**src/design/lz77_ring_decompressor_defines.svh**
```systemverilog
// ---------------------------------------------------------------------------
// lz77 ring decompressor assertion macros
// shared property wrappers for the block's checks
// ---------------------------------------------------------------------------
`ifndef LZ77_RING_DECOMPRESSOR_DEFINES_SVH
`define LZ77_RING_DECOMPRESSOR_DEFINES_SVH

// same-cycle implication
`define LZR_ASSERT_NOW(lbl, ante, cons, msg) \
  lbl: assert property (@(posedge clk) disable iff (!rst_n) (ante) |-> (cons)) \
    else $error(msg);

// next-cycle implication
`define LZR_ASSERT_NEXT(lbl, ante, cons, msg) \
  lbl: assert property (@(posedge clk) disable iff (!rst_n) (ante) |=> (cons)) \
    else $error(msg);

`endif

```
**src/design/lzr_pkg.sv**
```systemverilog
// ---------------------------------------------------------------------------
// lzr_pkg
// shared constants and types of the lz77 ring decompressor
// ---------------------------------------------------------------------------
`timescale 1ns / 1ps
`default_nettype none

package lzr_pkg;

  localparam int HIST_DEPTH = 4096;
  localparam int HIST_AW    = $clog2(HIST_DEPTH);
  localparam int MIN_MATCH  = 3;
  localparam int MAX_RUN    = 18;
  localparam int LEN_W      = 5;
  localparam int DIST_W     = 12;
  localparam int CNT_W      = 32;
  localparam int BYTE_W     = 8;

  typedef struct packed {
    logic              last;
    logic [BYTE_W-1:0] data;
  } lzr_beat_t;

endpackage

`default_nettype wire

```
**src/design/lzr_out_reg.sv**
```systemverilog
// ---------------------------------------------------------------------------
// lzr_out_reg
// output register stage for decompressed bytes
// ---------------------------------------------------------------------------
`timescale 1ns / 1ps
`default_nettype none

module lzr_out_reg (
  input  wire logic              clk,
  input  wire logic              rst_n,
  input  wire logic              beat_valid,
  input  wire lzr_pkg::lzr_beat_t beat,
  output logic                   beat_ready,
  output logic                   out_tvalid,
  input  wire logic              out_tready,
  output logic [7:0]             out_tdata,  // [7:0] out_byte
  output logic                   out_tlast   // run_last
);
  import lzr_pkg::*;

  logic      valid_r;
  logic      valid_nxt;
  lzr_beat_t beat_r;

  assign beat_ready = !valid_r || out_tready;

  always_comb begin
    valid_nxt = valid_r;
    if (beat_ready) begin
      valid_nxt = beat_valid;
    end
  end

  always_ff @(posedge clk) begin
    if (!rst_n) begin
      valid_r <= 1'b0;
    end else begin
      valid_r <= valid_nxt;
    end
  end

  always_ff @(posedge clk) begin
    if (beat_ready && beat_valid) begin
      beat_r <= beat;
    end
  end

  assign out_tvalid = valid_r;
  assign out_tdata  = beat_r.data;
  assign out_tlast  = beat_r.last;

endmodule

`default_nettype wire

```
**config.mk**
```make
export PLATFORM = sky130hd
export DESIGN_NAME = lzr_out_reg
export DESIGN_NICKNAME = d
export VERILOG_FILES = /design/src/design/lz77_ring_decompressor_defines.svh /design/src/design/lzr_pkg.sv /design/src/design/lzr_out_reg.sv
export SDC_FILE = /design/constraint.sdc
export NUM_CORES = 1
export LEC_CHECK = 0
export ABC_AREA = 1
export BUFFER_PORTS_ARGS = -buffer_cell sky130_fd_sc_hd__buf_4
export CORE_AREA = 2 2 39 41
export DETAILED_ROUTE_END_ITERATION = 6
export DIE_AREA = 0 0 41 43
export GPL_ROUTABILITY_DRIVEN = 1
export PLACE_DENSITY = 0.55
export REMOVE_ABC_BUFFERS = 1
export SYNTH_ARGS = -nofsm -noshare
export SYNTH_HDL_FRONTEND = slang
export SYNTH_SLANG_ARGS = --single-unit
```
**constraint.sdc**
```tcl
create_clock -name clk -period 1.15 [get_ports clk]
set_input_delay 0.115 -clock clk [delete_from_list [all_inputs] [get_ports clk]]
set_output_delay 0.115 -clock clk [all_outputs]
set_load 0.02 [all_outputs]
```
==> metrics.txt, run 1 <==
run status finished, final reports clean; worst reg2reg path endpoint out_tdata[4]; layout overhead on the synthesized area 70.4%; clock slew at the register clock pins of the worst setup and hold paths 0.07 ns; Max Fclk 1030 MHz; number of library cell types mapped by synthesis 7; total of max-cap violations 0; CP Data Arrival Time 0.93 ns; Worst Min Path Start beat[0]; count of buffers added by post-CTS timing repair for setup 0; die height 43 µm; final total negative setup slack 0 ns; instance count after placement with tap cells included 56; initial antenna violation count 0; FF-to-FF setup slack 0.18 ns; Die Area 0.00176 mm²; Skew-Pair Late Insertion Delay 0.26 ns; cell count of the worst hold path 1; vias in the first global route 223; IR Drop Worst-Case VDD 0.000579 V; startpoint-to-endpoint class of the critical path flop to flop; proportion of layout cells with a drive suffix above 1 68.2%; Avg Synthesized Cell Area 20.1 µm²; WL final 697 µm; number of buffers created by CTS 3; most common cell after layout, fill and taps aside sky130_fd_sc_hd__buf_4; total power 0.774 mW; row count 14; post-route fraction of the period consumed by the critical path 84.5%; Worst R2R Start out_tvalid; Max Buffers Root-to-Sink 2; largest clock skew in the final design 0.00692 ns; total gr overflow 0; reg2reg path depth 2; destination of the worst hold path out_tdata[0]; path class of the lowest-slack min-delay path input pin to flop; setup-violating endpoint count in the final report 0; number of I/O port buffers 23; number of DRC markers after the initial detailed-route iteration 1; wire per inst 11.6 µm; num ports 24; clock tree root buffer cell sky130_fd_sc_hd__clkbuf_4; worst hold slack 0.0296 ns; beginning of the critical path out_tvalid; part of the Yosys area used for sequential elements 90.3%; commonest cells after routing, fill and taps aside sky130_fd_sc_hd__buf_4 (24), sky130_fd_sc_hd__edfxtp_1 (9), sky130_fd_sc_hd__clkbuf_4 (3); Gates resized, CTS repair 0; Max FO, Critical Path 9; number of vias per cell 3.97; CTS Hold Bufs 0; number of clock sinks 10; remaining antenna violation count 0; netlist area before placement 322 µm²; total iterations of the first detailed-routing run 2; horizontal die dimension 41 µm; fin crit period 0.971 ns; startpoint types flop; worst slew margin relative to its limit 91.8%; yosys warns 0; reported leakage power 0.246 nW; number of nets at the end of the flow 58; Remaining DRCs 0; H-tree lvl count 1; unrepaired setup endpoints after global routing no; number of flip-flops and latches in the synthesized netlist 10; CP Capture Type flop; global-route usage over all layers 8.08%; power density over the cells 1410 mW/mm²; Final Max Tran Viols 0; detailed-route via count 238; DP Wirelength 573 µm; instance count of the mapped netlist 16; met1 wire length 254 µm; post-layout instance count excluding filler cells 60; Core Footprint 0.00138 mm²; first-pass GRT wire length 903 µm; CP required 1.11 ns; largest net degree at the start of global routing 10; actual transition at the worst max-transition pin 0.123 ns; top routing layer in use met3; total inserted antenna cells 0; count of endpoints failing hold in the final timing report 0; starting density of the core 23.2%; DR WL met2 304 µm; TritonCTS clock tree built; routability congestion estimate 0.607; wire length on met3 138 µm
## per-stage QoR
stage	cell area, µm²	util, %	setup WS [ns]
floorplan	322	-	-0.149
global placement	522	37.7	0.224
detailed placement	522	37.7	0.185
CTS	548	39.6	0.168
global route	548	39.6	0.119
finish	548	39.6	0.179
## how the worst max path moves through the flow
stage and endpoint:
6_report out_tdata[4], 4_1_cts beat_ready, 2_1_floorplan out_tdata[0], 3_3_place_gp out_tdata[1], 5_1_grt beat_ready, 3_5_place_dp out_tdata[6]
## routing by layer
| layer | vias to the layer above | track usage [%] |
|---|---|---|
| li1 | 115 | - |
| met1 | 99 | 9.56 |
| met2 | 24 | 11.3 |
| met3 | 0 | 4.71 |
| met4 | 0 | 4.00 |
| met5 | - | 0 |
## registers in the layout, summed over array words and instances, names as in the netlist
register,cells
out_tvalid,1
out_tlast,1
out_tdata,8
## power breakdown
part	total (mW)	switching, mW	internal (mW)
registers	0.428	0.00683	0.421
clock network	0.234	0.109	0.125
logic	0.112	0.0543	0.0577
## cells in the mapped netlist
master	n	area, µm²
sky130_fd_sc_hd__inv_2	1	3.75
sky130_fd_sc_hd__dfxtp_1	1	20.0
sky130_fd_sc_hd__inv_1	2	7.51
sky130_fd_sc_hd__a21oi_2	1	8.76
sky130_fd_sc_hd__edfxtp_1	9	270
sky130_fd_sc_hd__nand2_2	1	6.26
sky130_fd_sc_hd__a21oi_1	1	5.00
## worst max-delay path, cell delays in order (launching register included)
cell and delay [ns]:
sky130_fd_sc_hd__dfxtp_1 0.33, sky130_fd_sc_hd__a21oi_1 0.16, sky130_fd_sc_hd__buf_4 0.19
## logic make-up after synthesis
family                 share of synthesized area (%)
and+or+nand+nor                                 1.95
buffers and inverters                           3.50
DFF                                             90.3
AOI/OAI and AO/OA                               4.28
## final cells by class
cell class | count | area (µm²)
flip-flops and latches | 10 | 290
inverters | 3 | 11.3
multi-input cells | 3 | 20.0
clock inverters | 1 | 3.75
repair buffers | 24 | 180
well taps | 16 | 20.0
clock buffers | 3 | 22.5
fillers | 145 | 836
No activity file was read; power rests on OpenSTA's default activity.
==> run 2: changes to the inputs <==
--- a/config.mk
+++ b/config.mk
@@ -11,7 +11,7 @@
 export DETAILED_ROUTE_END_ITERATION = 6
 export DIE_AREA = 0 0 41 43
 export GPL_ROUTABILITY_DRIVEN = 1
-export PLACE_DENSITY = 0.55
+export PLACE_DENSITY = 0.53
 export REMOVE_ABC_BUFFERS = 1
 export SYNTH_ARGS = -nofsm -noshare
 export SYNTH_HDL_FRONTEND = slang
==> constraint.sdc (replaced) <==
create_clock -name clk -period 0.9 [get_ports clk]
set_input_delay 0.09 -clock clk [delete_from_list [all_inputs] [get_ports clk]]
set_output_delay 0.09 -clock clk [all_outputs]
set_load 0.02 [all_outputs]
==> run 2 against run 1 <==
  * The run now ends with negative setup slack left
  * Utilization rose by 9.0 points
  * Register-to-register slack got worse by 0.22 ns
  * Clock skew fell by 0.0059 ns
  * Clock power rose by 34%
  * Largest cell class is now buffers
  * Largest power group unchanged
==> metrics.txt, run 2 (synthesis results as in run 1) <==
worst hold slack 0.00883 ns (-0.0207 ns); actual transition at the worst max-transition pin 0.136 ns (+0.0129 ns); path class of the lowest-slack min-delay path input pin to flop; vias in the first global route 246 (+10%); remaining antenna violation count 0 (unchanged); TritonCTS clock tree built; layout overhead on the synthesized area 109%; peak per-stage delay on the critical path 0.34 ns (about the same); number of vias per cell 3.99 (+0.47%); Max Buffers Root-to-Sink 2 (unchanged); number of nets at the end of the flow 67 (+16%); CP Data Arrival Time 0.87 ns (-0.06 ns); global-route usage over all layers 8.70% (+0.62 points); commonest cells after routing, fill and taps aside sky130_fd_sc_hd__buf_4 (19), sky130_fd_sc_hd__edfxtp_1 (9), sky130_fd_sc_hd__buf_6 (9); most common cell after layout, fill and taps aside sky130_fd_sc_hd__buf_4; first-pass GRT wire length 993 µm (+10%); row count 14 (unchanged); Post-Place Cell Area 529 µm² (+1.4%); clock tree root buffer cell sky130_fd_sc_hd__clkbuf_4; worst slew margin relative to its limit 90.9% (-0.85 points); total gr overflow 0 (unchanged); die height 43 µm (unchanged); Die Area 0.00176 mm² (unchanged); initial antenna violation count 0 (unchanged); number of filler instances in the final layout 131 (-9.7%); power density over the cells 1580 mW/mm² (+12%); Skew-Pair Late Insertion Delay 0.26 ns (about the same); instance count after placement with tap cells included 57 (+1.8%); sequence of cells on the critical path buf_6, nand2_4, buf_6; CP max stage cell sky130_fd_sc_hd__dfxtp_2; Final Worst Setup Slack -0.0577 ns (-0.236 ns); Most common cell on crit path sky130_fd_sc_hd__buf_6; setup-violating endpoint count in the final report 11 (+11); wire per inst 11.8 µm (+1.6%); reported leakage power 0.303 nW (+23%); FF-to-FF setup slack -0.04 ns (-0.22 ns); Worst R2R Start out_tvalid; reg2reg path depth 2 (unchanged); number of flip-flops under the largest register name 8 (unchanged); num ports 24 (unchanged); clock slew at the register clock pins of the worst setup and hold paths 0.06 ns (about the same); Max Fclk 1040 MHz; Core Footprint 0.00138 mm² (unchanged); total of max-cap violations 0 (unchanged); worst reg2reg path endpoint out_tdata[6]; CP endpoint beat_ready; Max FO, Critical Path 2 (-7); Remaining DRCs 0 (unchanged); violations in the final reports negative setup slack; fin crit period 0.958 ns; CP required 0.81 ns (-0.30 ns); largest net degree at the start of global routing 10 (unchanged); starting density of the core 23.2% (unchanged); WL final 814 µm (+17%); startpoint-to-endpoint class of the critical path flop to primary output; IR Drop Worst-Case VDD 0.000858 V (+48%); horizontal die dimension 41 µm (unchanged); number of buffers created by CTS 3 (unchanged); number of DRC markers after the initial detailed-route iteration 3 (+2); Final Max Tran Viols 0 (unchanged); proportion of layout cells with a drive suffix above 1 67.9% (-0.26 points); number of I/O port buffers 23 (unchanged); post-route fraction of the period consumed by the critical path 106%; largest clock skew in the final design 0.000974 ns (-0.00594 ns); post-layout utilization of the core 48.6% (+9.0 points); beginning of the critical path out_tvalid; final instance area 672 µm² (+23%); post-layout instance count excluding filler cells 69 (+15%); final total negative setup slack -0.368 ns (-0.368 ns); count of endpoints failing hold in the final timing report 0 (unchanged); total inserted antenna cells 0 (unchanged); startpoint types flop; total iterations of the first detailed-routing run 2 (unchanged); total power 1.06 mW (+37%); detailed-route via count 275 (+16%); run status finished, violations left; H-tree lvl count 1 (unchanged); CP Capture Type primary output; unrepaired setup endpoints after global routing yes; routability congestion estimate 0.551 (-9.2%); number of clock sinks 10 (unchanged); Post-Place Worst Slack -0.0274 ns (-0.212 ns)
-- run 2: changes by cell type in the layout (fill, tap and decap cells not counted), sizes merged --
| cell | before | now |
|---|---|---|
| dlygate4sd3 | 0 | 5 |
| clkbuf | 3 | 4 |
| buf | 24 | 28 |
| clkinv | 1 | 0 |
-- run 2: critical path: cells and delay by family, from the launching register on --
family / cells / cell delay, ns
and+or+nand+nor: 1 / 0.04
DFF: 1 / 0.34
buffers and inverters: 2 / 0.23
-- run 2: worst min-delay path by stage --
stage	from	to	slack [ns]	cells after the start
final	beat[0]	out_tdata[0]	0.009	1
after global routing	beat[1]	out_tdata[1]	0.003	1
after CTS	beat[5]	out_tdata[5]	0.002	1
after detailed placement	beat[8]	out_tlast	0.27	1
after global placement	beat[8]	out_tlast	0.27	1
after floorplan	beat[0]	out_tdata[0]	0.19	0
-- run 2: timing repair --
item | 4_1_cts | 5_1_grt
setup buffers | 1 | 1
hold buffers | 0 | 5
gates resized for setup | 5 | 9
endpoints found under the hold margin | 0 | 5
gates cloned | 0 | 1
setup endpoints to repair | 11 | 17
pin swaps | 1 | 0
-- run 2: final cells by class --
class	count	area [µm²]	area share [%]
Sequential cell	10	292	43.4
Timing Repair Buffer	33	294	43.8
Multi-Input combinational cell	3	28.8	4.28
Inverter	3	11.3	1.68
Tap cell	16	20.0	2.98
Clock buffer	4	26.3	3.91
-- run 2: power by group --
group	internal, mW	leakage [nW]	switching (mW)	total, mW
combinational	0.115	0.192	0.0821	0.197
sequential	0.539	0.0957	0.0113	0.550
clock	0.171	0.0150	0.143	0.314
-- run 2: metal layers --
layer  share of wire, %  wire length (µm)  global-route usage [%]
met1                 33               268                    7.88
met2                 54               442                    14.1
met3                 13               103                    4.19
met4                  0                 0                    6.00
met5                  0                 0                       0
